### config.mk
export PLATFORM = sky130hd
export DESIGN_NAME = cht_req_queue
export DESIGN_NICKNAME = d
export VERILOG_FILES = /design/src/design/cht_pkg.sv /design/src/design/cht_req_queue.sv
export SDC_FILE = /design/constraint.sdc
export NUM_CORES = 1
export LEC_CHECK = 0
export ABC_AREA = 1
export BUFFER_PORTS_ARGS = -buffer_cell sky130_fd_sc_hd__clkbuf_2
export CORE_MARGIN = 1.5
export CORE_UTILIZATION = 58
export CTS_CLUSTER_DIAMETER = 100
export CTS_CLUSTER_SIZE = 20
export DETAILED_ROUTE_END_ITERATION = 8
export PLACE_DENSITY_LB_ADDON = 0.2
export SLEW_MARGIN = 15
export SYNTH_ARGS = -nofsm -noshare
export SYNTH_HDL_FRONTEND = slang
export SYNTH_SLANG_ARGS = --single-unit
### constraint.sdc
create_clock -name clk -period 10.5 [get_ports clk]
set_input_delay 1.05 -clock clk [delete_from_list [all_inputs] [get_ports clk]]
set_output_delay 1.05 -clock clk [all_outputs]
set_load 0.03 [all_outputs]
### src/design/cht_pkg.sv
// Shared types and constants for the chained hash table.
`timescale 1ns / 1ps
package cht_pkg;
	localparam int MAX_BUCKETS = 64;
	localparam int WAYS        = 4;
	localparam int BUCKET_W    = $clog2(MAX_BUCKETS);
	localparam int WAY_W       = $clog2(WAYS);
	localparam int KEY_W       = 31;
	localparam int VAL_W       = 32;
	localparam int CFG_W       = 7;
	localparam int OP_W        = 2;

	localparam logic [OP_W-1:0] OP_GET    = 2'd0;
	localparam logic [OP_W-1:0] OP_PUT    = 2'd1;
	localparam logic [OP_W-1:0] OP_REMOVE = 2'd2;

	localparam logic signed [VAL_W-1:0] MISS_VALUE = '1;

	typedef struct packed {
		logic [OP_W-1:0]         op;
		logic [KEY_W-1:0]        key;
		logic signed [VAL_W-1:0] value;
		logic [BUCKET_W-1:0]     bucket;
	} req_t;
endpackage

### src/design/cht_req_queue.sv
// Two-entry queue of classified requests between front and back ends.
`timescale 1ns / 1ps
module cht_req_queue import cht_pkg::*; (
	input  logic clk,
	input  logic arst_n,
	input  req_t wr_req,
	input  logic wr_push,
	output logic wr_full,
	output req_t rd_req,
	input  logic rd_pop,
	output logic rd_empty
);
	req_t       entry_q [2];
	logic       wr_ptr_q;
	logic       rd_ptr_q;
	logic [1:0] count_q;
	logic       do_push;
	logic       do_pop;

	assign wr_full  = (count_q == 2'd2);
	assign rd_empty = (count_q == 2'd0);
	assign rd_req   = entry_q[rd_ptr_q];
	assign do_push  = wr_push && !wr_full;
	assign do_pop   = rd_pop && !rd_empty;

	always_ff @(posedge clk or negedge arst_n) begin
		if (!arst_n) begin
			wr_ptr_q <= 1'b0;
			rd_ptr_q <= 1'b0;
			count_q  <= '0;
		end else begin
			if (do_push) begin
				wr_ptr_q <= !wr_ptr_q;
			end
			if (do_pop) begin
				rd_ptr_q <= !rd_ptr_q;
			end
			case ({do_push, do_pop})
				2'b10:   count_q <= count_q + 2'd1;
				2'b01:   count_q <= count_q - 2'd1;
				default: count_q <= count_q;
			endcase
		end
	end

	always_ff @(posedge clk) begin
		if (do_push) begin
			entry_q[wr_ptr_q] <= wr_req;
		end
	end
endmodule

# == Word level (Yosys, flattened, before mapping) ==
# Memories as Yosys holds them, arrays and structs flattened.
# Cells that the tools add are included.
# totals
n_memories,1
in_bits,75
latchBits,0
ramBits,142
romBits,0
word_cells,20
out_inout_bits,73
reg_bits,4
# classes
muxes,3
n_addsub,2
n_bitwise,0
magnitude_cmp,0
reduce_logical,8
multipliers,0
eq_ne,3
shifts,0
div_mod_pow,0
# memory_table
memory,depth,word_bits,rd,rd_clocked_by_memory_dff,wr,line_no,rtl
entry_q,2,71,1,0,1,cht_req_queue.sv:13,req_t entry_q [2];
# ops
cell,n
2-bit == test (second input constant),2
1-bit logical NOT,4
2-bit case mux with 2 select lines,1
2-bit by 1-bit adder with 2-bit output (second input constant),1
2-bit by 1-bit == test with 1-bit output (second input constant),1
1-bit logical AND,2
2-bit logical NOT,1
1-bit two-way mux,2
2-bit nonzero test,1
2-bit by 1-bit subtractor with 2-bit output (second input constant),1

# == Depth between registers and ports, before layout ==
# logic_depth
depth_word,5
ltp_mapped,10
depth_no_buf,10

# == Least setup slack after synthesis ==
# OpenSTA, ideal clock, no wires.
# synth_timing
path_kind,input-to-reg
start,input wr_push
end,"memory entry_q[1][0] (netlist bit), enable pin"
arrival_ps,4113
n_path_buf,0
setup_slack_ps,5886
path_stages,2
setup_ps,501
required_ps,9999
path_cell_list,o21ai_1 nor2_1
# synth_between
elab_chain_cells,3
# synth_lines
item,line_no,rtl
"start, declared",cht_req_queue.sv:7,"input logic wr_push,"
1-bit logical AND,cht_req_queue.sv:23,assign do_push = wr_push && !wr_full;
1-bit two-way mux,cht_req_queue.sv:47,if (do_push) begin
1-bit two-way mux (not written as such),cht_req_queue.sv:48,entry_q[wr_ptr_q] <= wr_req;
"end, declared",cht_req_queue.sv:13,
# Every way passes these cells.

==> impl_metrics.tcl <==
set metrics [dict create \
    status "finished, final reports clean" \
    hold_slack_ns 0.337 \
    die_x_um 106 \
    synth_area_leader_cell "edfxtp_1" \
    yosysWarnings 0 \
    fin_worst_skew_ns 0.0110 \
    post_cts_buffers 0 \
    path_clk_slew_ns 0.06 \
    n_antenna_cell 0 \
    cts_buffer_depth 2 \
    ys_types 17 \
    start_util_pct 59.9 \
    syn_area_per_cell_um2 15.4 \
    place_hpwl_um 6680 \
    critical_path.startpoint "rd_ptr_q" \
    cts_tree "done" \
    min_period_ns 3.53 \
    grt_pass1_vias 3450 \
    fin_cells 706 \
    synth.most_common_cell "edfxtp_1" \
    final_max_slew_viol_count 0 \
    powerDensity_nw_per_um2 325 \
    viasPerCell 4.82 \
    relSlewSlack_pct 37.0 \
    r2r_cells 3 \
    final_nets 633 \
    drive_above_1_share_pct 56.8 \
    grtUsageTotal_pct 19.6 \
    cp.required_ns 9.45 \
    syn_nets 479 \
    fin_crit_sh_pct 33.6 \
    grt_pass1_wl_um 16400 \
    regToRegStartpoint "count_q[0]" \
    dieArea_um2 11300 \
    cp_max_fo 73 \
    synth-seq-area-share_pct 70.3 \
    grt_max_degree 74 \
    drt_wl_total_um 10700 \
    synth.ff_latch_count 146 \
    ctsResizeCount 0 \
    die_y_um 106 \
    io_pins 148 \
    synth_edf_count 142 \
    yosys-top-cells-count "edfxtp_1 (142), nand2_1 (83), nand2_2 (70), nand2_4 (70)" \
    power_leakage_uw 0.00331 \
    rsz0062_at_grt "no" \
    drc_errors 0 \
    vias 3401 \
    worstMarginPinSlew_ns 0.945 \
    syn-cell-area_um2 6210 \
    path_class "flip-flop to primary output" \
    core_area_um2 10400 \
    synthCells 403 \
    fmax_ghz 0.283 \
    placedCellCount 674 \
    ctsHoldBuffers 0 \
    r2r-end "entry_q[1][44]" \
    finalInstanceArea_um2 7530 \
    ir_drop_mv 0.345 \
    num_rows 37 \
    gp_congestion 0.741 \
    wl_per_cell_um 15.1 \
    ant_nets 0 \
    synthArstFlopShare_pct 2.74 \
    cp-end-kind "primary output" \
    multi_input_area_um2 1600 \
    grt_remaining_overflow 0 \
    rrSetupSlack_ns 8.24 \
    cts_root_buffer "clkbuf_8" \
    dpl-instance-area_um2 6940 \
    seq_area_um2 4370 \
    insertion_delay_ns 0.51 \
    cts_max_level 4 \
    synthFlopType "edfxtp_1" \
    hold_class "input port to async pin" \
    synth_area_leaders "edfxtp_1 (69%), nand2_4 (13%), nand2_2 (7.1%)" \
    clkSinkCount 146 \
    synth_top_area_share_pct 68.7 \
    finalHoldViolations 0 \
    area_delta_synth_final_pct 21.3 \
    fill_cells 692 \
    portBuffers 147 \
    start_kind "flip-flop" \
    antenna_found_initial 0 \
    drv_cap 0 \
    first_iter_violations 225 \
    setup_viol_count_final 0 \
    drt_first_pass_iters 4 \
    cts_buffers 17 \
    tns_ns 0 \
    cp.arrival_ns 2.48 \
]
[cell families (layout without fill, tap and decap cells)]
group,after synthesis,in the layout,share of synthesized area [%]
xor gates and xnor gates,1,1,0.141
adders and majority gates,1,1,0.201
DFF,146,146,70.3
AOI/OAI and AO/OA,1,1,0.0805
buffers and inverters,25,192,4.09
and+or+nand+nor,229,229,25.2
[power by group]
group	switching [uW]	leakage (uW)	internal (uW)	total, uW
registers	59.9	0.00137	801	861
clock network	210	0.000284	381	591
logic	734	0.00166	263	998
[state kept, by name, indices dropped and copies added (netlist names)]
signal,count
count_q,2
entry_q,142
wr_ptr_q,1
rd_ptr_q,1
[routing by layer]
metal	vias to the layer above	global-route usage (%)	part of all wire (%)
met1	1604	21.8	39
met2	114	34.5	52
met4	0	6.86	1.7
met3	18	7.48	7.4
met5	-	0	0
li1	1665	-	-
[final cells by class]
class / count / share of cell area, %
clock buffers: 19 / 5.60
multi-input cells: 232 / 21.2
inverters: 10 / 0.664
repair buffers: 150 / 10.1
well taps: 136 / 2.26
flip-flops and latches: 146 / 58.0
clock inverters: 13 / 2.21
[metrics by stage]
step	util (%)	worst slack [ns]	total power [uW]
after floorplan	-	5.89	1700
after global placement	67.0	7.57	1860
after detailed placement	67.0	7.57	1880
after CTS	72.6	7.02	2470
after global routing	72.6	6.88	2560
final	72.6	6.97	2450
[how the worst max path moves through the flow]
stage	depth (start not counted)	slack, ns	endpoint
after floorplan	2	5.89	entry_q[1][0]
after CTS	5	7.02	rd_req[9]
after global routing	5	6.88	rd_req[62]
after detailed placement	4	7.57	entry_q[1][59]
final	5	6.97	rd_req[15]
after global placement	5	7.57	rd_req[62]
[critical path, cell delays in order (launching register included)]
cell and delay [ns]:
dfrtp_2 0.34, buf_4 0.63, inv_12 0.38, nand2_4 0.19
nand2_2 0.06, clkbuf_2 0.18
[placed cells by master, fill, tap and decap left out, types with 2 or more instances in the layout]
cell type / instances
edfxtp_1: 142
dfrtp_1: 3
clkinvlp_4: 2
nand2_4: 70
inv_1: 5
bufinv_16: 4
clkbuf_1: 2
clkbuf_16: 16
clkinv_1: 3
nand2_2: 70
nand3_1: 3
buf_4: 3
inv_2: 4
clkbuf_2: 147
nand2_1: 83
clkinv_2: 4
Power figures use the tool's default switching activity.
