$ cat src/design/cht_pkg.sv
// Shared types and constants for the chained hash table.
`timescale 1ns / 1ps
package cht_pkg;
	localparam int MAX_BUCKETS = 64;
	localparam int WAYS        = 4;
	localparam int BUCKET_W    = $clog2(MAX_BUCKETS);
	localparam int WAY_W       = $clog2(WAYS);
	localparam int KEY_W       = 31;
	localparam int VAL_W       = 32;
	localparam int CFG_W       = 7;
	localparam int OP_W        = 2;

	localparam logic [OP_W-1:0] OP_GET    = 2'd0;
	localparam logic [OP_W-1:0] OP_PUT    = 2'd1;
	localparam logic [OP_W-1:0] OP_REMOVE = 2'd2;

	localparam logic signed [VAL_W-1:0] MISS_VALUE = '1;

	typedef struct packed {
		logic [OP_W-1:0]         op;
		logic [KEY_W-1:0]        key;
		logic signed [VAL_W-1:0] value;
		logic [BUCKET_W-1:0]     bucket;
	} req_t;
endpackage

$ cat src/design/cht_front.sv
// Front end: accepts requests and computes the bucket by key modulo bucket count (0 read as 1, capped at MAX_BUCKETS).
`timescale 1ns / 1ps
module cht_front import cht_pkg::*; (
	input  logic                    clk,
	input  logic                    arst_n,
	input  logic                    push,
	output logic                    full,
	input  logic [OP_W-1:0]         operation,
	input  logic [KEY_W-1:0]        key,
	input  logic signed [VAL_W-1:0] value,
	input  logic [CFG_W-1:0]        bucket_count,
	output req_t                    q_req,
	output logic                    q_push,
	input  logic                    q_full
);
	localparam logic [1:0] FR_IDLE = 2'd0;
	localparam logic [1:0] FR_DIV  = 2'd1;
	localparam logic [1:0] FR_PUSH = 2'd2;
	localparam int STEP_BITS = 4;
	localparam int STEPS     = (KEY_W + 1) / STEP_BITS;
	localparam int CNT_W     = $clog2(STEPS);

	logic [1:0]              state_q;
	logic [CNT_W-1:0]        cnt_q;
	logic [KEY_W:0]          key_sh_q;
	logic [BUCKET_W-1:0]     rem_q;
	logic [BUCKET_W-1:0]     rem_next;
	logic [CFG_W-1:0]        n_norm;
	logic [OP_W-1:0]         op_q;
	logic [KEY_W-1:0]        key_q;
	logic signed [VAL_W-1:0] value_q;

	always_comb begin
		if (bucket_count == '0) begin
			n_norm = CFG_W'(1);
		end else if (bucket_count > CFG_W'(MAX_BUCKETS)) begin
			n_norm = CFG_W'(MAX_BUCKETS);
		end else begin
			n_norm = bucket_count;
		end
	end

	always_comb begin
		logic [BUCKET_W:0] t;
		logic [BUCKET_W-1:0] r;
		r = rem_q;
		for (int i = 0; i < STEP_BITS; i++) begin
			t = {r, key_sh_q[KEY_W-i]};
			if (CFG_W'(t) >= n_norm) begin
				t = t - (BUCKET_W+1)'(n_norm);
			end
			r = t[BUCKET_W-1:0];
		end
		rem_next = r;
	end

	assign full   = (state_q != FR_IDLE);
	assign q_push = (state_q == FR_PUSH) && !q_full;
	assign q_req  = '{op: op_q, key: key_q, value: value_q, bucket: rem_q};

	always_ff @(posedge clk or negedge arst_n) begin
		if (!arst_n) begin
			state_q <= FR_IDLE;
			cnt_q   <= '0;
		end else begin
			unique case (state_q)
				FR_IDLE: begin
					if (push) begin
						state_q <= FR_DIV;
						cnt_q   <= '0;
					end
				end
				FR_DIV: begin
					cnt_q <= cnt_q + CNT_W'(1);
					if (cnt_q == CNT_W'(STEPS - 1)) begin
						state_q <= FR_PUSH;
					end
				end
				FR_PUSH: begin
					if (!q_full) begin
						state_q <= FR_IDLE;
					end
				end
				default: state_q <= FR_IDLE;
			endcase
		end
	end

	always_ff @(posedge clk) begin
		if (state_q == FR_IDLE && push) begin
			op_q     <= operation;
			key_q    <= key;
			value_q  <= value;
			key_sh_q <= {1'b0, key};
			rem_q    <= '0;
		end else if (state_q == FR_DIV) begin
			key_sh_q <= key_sh_q << STEP_BITS;
			rem_q    <= rem_next;
		end
	end
endmodule

$ cat config.mk
export PLATFORM = sky130hd
export DESIGN_NAME = cht_front
export DESIGN_NICKNAME = d
export VERILOG_FILES = /design/src/design/cht_pkg.sv /design/src/design/cht_front.sv
export SDC_FILE = /design/constraint.sdc
export NUM_CORES = 1
export LEC_CHECK = 0
export ABC_CLOCK_PERIOD_IN_PS = 13740
export BUFFER_PORTS_ARGS = -buffer_cell sky130_fd_sc_hd__buf_4
export CORE_ASPECT_RATIO = 1.5
export CORE_UTILIZATION = 44
export DETAILED_ROUTE_END_ITERATION = 8
export HOLD_SLACK_MARGIN = 0.06
export PLACE_DENSITY = 0.7
export SYNTH_ARGS = -nofsm -noshare
export SYNTH_HDL_FRONTEND = slang
export SYNTH_SLANG_ARGS = --single-unit
$ cat constraint.sdc
create_clock -name clk -period 13.74 [get_ports clk]
set_input_delay 1.374 -clock clk [delete_from_list [all_inputs] [get_ports clk]]
set_output_delay 1.374 -clock clk [all_outputs]
set_load 0.01 [all_outputs]
# ---- Yosys cells after proc, flatten, opt, wreduce, memory -nomap -nowiden
# Index checks and enable logic that the tools add are counted.
dict set report op_classes {
  n_mux 14
  n_reduce_logical 10
  bitwise_logic 0
  magnitude_cmp 5
  shifts 0
  div 0
  n_addsub 5
  n_eq_ne 6
  n_mul 0
}
# op n
set ops {}
lappend ops {{31-bit 2-to-1 mux} 2}
lappend ops {{7-bit greater-or-equal comparator} 4}
lappend ops {{6-bit 2-to-1 mux} 4}
lappend ops {{6-bit subtractor} 4}
lappend ops {{7-bit 2-to-1 mux} 2}
lappend ops {{7-bit greater-than comparator (second input constant)} 1}
lappend ops {{7-bit zero test} 1}
lappend ops {{2-bit 2-to-1 mux} 3}
lappend ops {{2-bit != test (second input constant)} 3}
lappend ops {{2-bit case mux with 3 select lines} 1}
lappend ops {{3-bit case mux with 2 select lines} 1}
lappend ops {{2-bit nonzero test} 3}
lappend ops {{3-bit by 1-bit adder with 3-bit output (second input constant)} 1}
lappend ops {{3-bit equality test (second input constant)} 1}
lappend ops {{3-bit 2-to-1 mux} 1}
lappend ops {{3-bit AND reduction} 1}
lappend ops {{2-bit by 1-bit equality test with 1-bit output (second input constant)} 1}
lappend ops {{2-bit equality test (second input constant)} 1}
lappend ops {{1-bit logical AND} 2}
lappend ops {{2-bit zero test} 1}
lappend ops {{2-bit AND reduction} 1}
lappend ops {{1-bit zero test} 1}
dict set report word_totals {
  rom_bits 0
  wordCells 48
  mem_bits_rw 0
  inputBits 76
  regBits 108
  latchBits 0
  memories 0
  output_inout_bits 73
}

# ---- Logic depth before layout (Yosys ltp)
dict set report logic_depth {
  ltp_word 11
  mapped_depth 30
}

# ---- Least setup slack after synthesis
# Ideal clock, no wire load.
dict set report synth_timing {
  path_type {input-to-reg}
  from {input bucket_count[4]}
  to {register rem_q[5]}
  setup_ns 0.120
  path_slack_ns 6.598
  stages 28
  t_arrival_ns 7.022
  t_required_ns 13.620
  cell_sequence {nor3_1 -> a21oi_1 -> nor2_1 -> ha_1 -> nor2b_1 -> o21ai_2 -> a21oi_4 -> nand2b_1 -> o21a_1 -> ha_1 -> a21o_1 -> a211o_1 -> a41oi_2 -> or2_1 -> buf_6 -> mux2_2 -> ha_1 -> o211a_1 -> o21ai_0 -> o21a_1 -> o21a_2 -> a211o_1 -> ha_1 -> or2_2 -> a21oi_1 -> a21oi_2 -> and3_1 -> a211o_1}
}
dict set report synth_between {
  elab_chain_len 11
  word_cells_on_any_way 16
  classes_between {add/sub: 4; order compare: 5; mux: 6; reduce/logical: 1}
}
# element line
set synth_rtl {}
lappend synth_rtl {{start: declaration} cht_front.sv:11} ;# input logic [CFG_W-1:0] bucket_count,
lappend synth_rtl {{7-bit greater-than comparator} cht_front.sv:36} ;# end else if (bucket_count > CFG_W'(MAX_BUCKETS)) begin
lappend synth_rtl {{7-bit 2-to-1 mux} cht_front.sv:36}
lappend synth_rtl {{7-bit 2-to-1 mux (*)} cht_front.sv:34} ;# if (bucket_count == '0) begin
lappend synth_rtl {{6-bit subtractor / 7-bit greater-or-equal comparator (equally long branches)} {cht_front.sv:50, cht_front.sv:49}}
lappend synth_rtl {{6-bit 2-to-1 mux} cht_front.sv:49} ;# if (CFG_W'(t) >= n_norm) begin
lappend synth_rtl {{6-bit subtractor / 7-bit greater-or-equal comparator (equally long branches)} {cht_front.sv:50, cht_front.sv:49}}
lappend synth_rtl {{6-bit 2-to-1 mux} cht_front.sv:49}
lappend synth_rtl {{6-bit subtractor / 7-bit greater-or-equal comparator (equally long branches)} {cht_front.sv:50, cht_front.sv:49}}
lappend synth_rtl {{6-bit 2-to-1 mux} cht_front.sv:49}
lappend synth_rtl {{6-bit subtractor / 7-bit greater-or-equal comparator (equally long branches)} {cht_front.sv:50, cht_front.sv:49}}
lappend synth_rtl {{6-bit 2-to-1 mux (*)} cht_front.sv:49}
lappend synth_rtl {{end signal: assignment} cht_front.sv:98} ;# rem_q <= rem_next;
lappend synth_rtl {{end: declaration} cht_front.sv:26} ;# logic [BUCKET_W-1:0] rem_q;
# Every way passes the cells marked *; elsewhere a longest branch is shown, timed or not.
# A chain may end at the register's enable or synchronous reset.

# ---- Worst setup path after layout
dict set report layout_timing {
  from {input bucket_count[6]}
  to {register rem_q[5]}
}
# Same word-level chain as after synthesis.

==> out/metrics.cfg <==
[clock_tree]
ctsLongestPathBuffers = 2
clk_pin_slew_worst_paths_ns = 0.07
cts_post_setup_buffers_inserted = 0
cts.htree.levels = 3
hold_buffers = 0
cts_tree = yes
cts_inserted_buffers = 9
clock_sinks = 108
number_of_cells_upsized_or_downsized_after_cts = 0
clk-insertion-delay-late_ns = 0.34
root_buffer = sky130_fd_sc_hd__clkbuf_16

[yosys]
netlist-cell-type-count = 57
postSynthNetCount = 529
synth_cell_area_um2 = 5130
synth_seq_cells = 108
yosysWarningCount = 0
synth.yosys.seq_area_share_pct = 61.3
synth_area_leaders = sky130_fd_sc_hd__edfxtp_1 (56%), sky130_fd_sc_hd__nand2_1 (7.7%), sky130_fd_sc_hd__ha_1 (7.3%)
yosysTopAreaCellShare_pct = 56.2
synth_top_area_cell = sky130_fd_sc_hd__edfxtp_1
syn_inst = 419
synth_edf_count = 96
asyncSetResetFlopFracSynth_pct = 4.63
synthFlopType = sky130_fd_sc_hd__edfxtp_1
synth_area_per_cell_um2 = 12.3

[setup_path]
critical_path_buf_inv_count = 2
worst-r2r-setup-slack_ns = 7.05
worstRegToRegCells = 24
worstReg2RegStart = key_sh_q[31]
slowest_stage_cell_on_the_critical_path = sky130_fd_sc_hd__mux2i_1
timing.critical_path.arrival_ns = 8.10
critPathMaxStageDelay_ns = 0.49
setup.worst_path.end_class = flop
critPathRequiredTime_ns = 13.97
path_common_cell = sky130_fd_sc_hd__ha_1
critPathTopFamily = compound AO/OA/AOI/OAI gates
startpoint_type = input port
reg2reg_to = rem_q[5]
cp_max_fo = 11
crit_type = input port to flop

[worst_hold_path]
worst_hold_path_type = flop to flop
worst_hold_startpoint = cnt_q[0]
hold_path_end = cnt_q[0]
hold_path_depth = 1

[route]
antenna_left = 0
number_of_optimization_iterations_in_the_first_detailed_route_pass = 4
drcViolationCount = 0
routedWlPerCell_um = 17.1
routed_via_density = 5.19
finalWirelength_um = 12400
drt_first_iter_violations = 134
total_vias_in_the_final_route = 3772

[global_routing]
grtUsageTotal_pct = 20.8
first_global_vias = 3870
antenna_found_initial = 0
grt_pass1_wl_um = 19200
grt_start_max_net_pins = 96
global_route_congestion_overflow_total = 0

[cells_and_area]
layout_overhead_on_the_synthesized_area_pct = 31.1
mostFrequentLayoutCell = sky130_fd_sc_hd__buf_4
most-common-layout-cells = sky130_fd_sc_hd__buf_4 (151), sky130_fd_sc_hd__nand2_1 (105), sky130_fd_sc_hd__edfxtp_1 (96), sky130_fd_sc_hd__ha_1 (30)
multiInputGateArea_um2 = 1870
n_antenna_cell = 0
final_net_count = 682
final.fill_count = 991
drive_gt1_share_pct = 31.9
seqCellArea_um2 = 3150

[placed_design]
detailedPlacementHpwl_um = 9350
port_buffers = 148
gp_congestion = 0.922

[floorplanning]
die-width_um = 90.2
core-area_um2 = 11400
die-height_um = 134
num_rows = 48
ioPinCount = 149
initial_utilization_pct = 45.0
floorplan.die_area_um2 = 12100

[flow_run]
max_cap_violation_count = 0

[sta]
slew_of_the_pin_with_the_lowest_slew_margin_ns = 1.10
max_freq_mhz = 127
final_hold_viol_count = 0
fin_crit_sh_pct = 57.3
slew_margin_rel_pct = 26.7
setup_viol = 0
grt_setup_unrepaired = false
number_of_max_slew_violations_in_the_final_report = 0
period_needed_ns = 7.87
fin_worst_skew_ns = 0.00726
setup-tns-final_ns = 0

[outcome]
status = complete, no violations

[how the worst max path moves through the flow]
stage                     slack [ns]  cells after the start             from       end
after floorplan                 6.60                     28  bucket_count[4]  rem_q[5]
after global placement          5.79                     27  bucket_count[6]  rem_q[5]
after detailed placement        5.61                     27  bucket_count[4]  rem_q[5]
after CTS                       5.97                     27  bucket_count[4]  rem_q[5]
after global routing            5.40                     28  bucket_count[4]  rem_q[5]
final                           5.87                     27  bucket_count[6]  rem_q[5]
[layer usage]
layer	track usage, %	routed length, um	up-vias
met5	0	0	-
li1	-	-	1819
met4	10.8	428	0
met3	4.88	713	24
met1	22.6	4730	1802
met2	37.4	6540	127
[worst register-to-register path: cells and delay by family, from the launching register on]
family                     cells  cell delay (ns)
and+or+nand+nor                3             0.75
muxes                          2             0.88
buffers and inverters          1             0.07
AOI/OAI and AO/OA             12             2.75
DFF                            1             0.31
adders and majority gates      5             1.66
xor gates and xnor gates       1             0.14
[cells in the mapped netlist, drive strengths merged (3+ instances only)]
library cell / count
nor2b: 7
xor2: 5
o21ai: 21
o31ai: 3
xnor2: 5
a21boi: 3
a211o: 6
mux2: 3
inv: 19
a21o: 8
nor3: 3
nor3b: 3
fa: 4
nand2: 105
ha: 30
nand2b: 5
and3: 8
dfxtp: 7
nor2: 15
a21oi: 14
clkbuf: 7
edfxtp: 96
nand3: 3
dfrtp: 5
o21a: 4
mux2i: 4
[stage by stage]
stage | cells | cell area, um2 | worst slack (ns) | util, % | hold slack [ns]
final | 727 | 6730 | 5.87 | 59.0 | 0.511
after global routing | 727 | 6730 | 5.40 | 59.0 | 0.529
after CTS | 727 | 6730 | 5.97 | 59.0 | 0.517
after detailed placement | 711 | 6410 | 5.61 | 56.2 | 0.501
after global placement | 711 | 6410 | 5.79 | 56.2 | 0.485
after floorplan | 419 | 5130 | 6.60 | - | 0.418
[cell type report]
cell class                      instances  share of cell area, %
Inverter                               19                   1.08
Tap cell                              150                   2.79
Multi-Input combinational cell        283                   27.8
Clock inverter                          6                   1.28
Timing Repair Buffer                  151                   16.8
Sequential cell                       108                   46.8
Clock buffer                           10                   3.40
[kinds of logic (layout without fill, tap and decap cells)]
family          after synthesis  in the layout  share of synthesized area (%)
buf+inv                      28            186                           2.19
flops                       108            108                           61.3
fa+ha+maj                    34             34                           8.87
mux                           7              7                           1.44
compound gates               73             73                           10.6
simple gates                159            159                           13.8
xor+xnor                     10             10                           1.71
[registers in the layout, summed over array words and instances, names as in the netlist]
name,flops
op_q,2
rem_q,6
cnt_q,3
state_q,2
key_sh_q,32
key_q,31
value_q,32
Power is not shown: default switching activity piles up to over one toggle a cycle in this logic, so the estimate is an artifact.
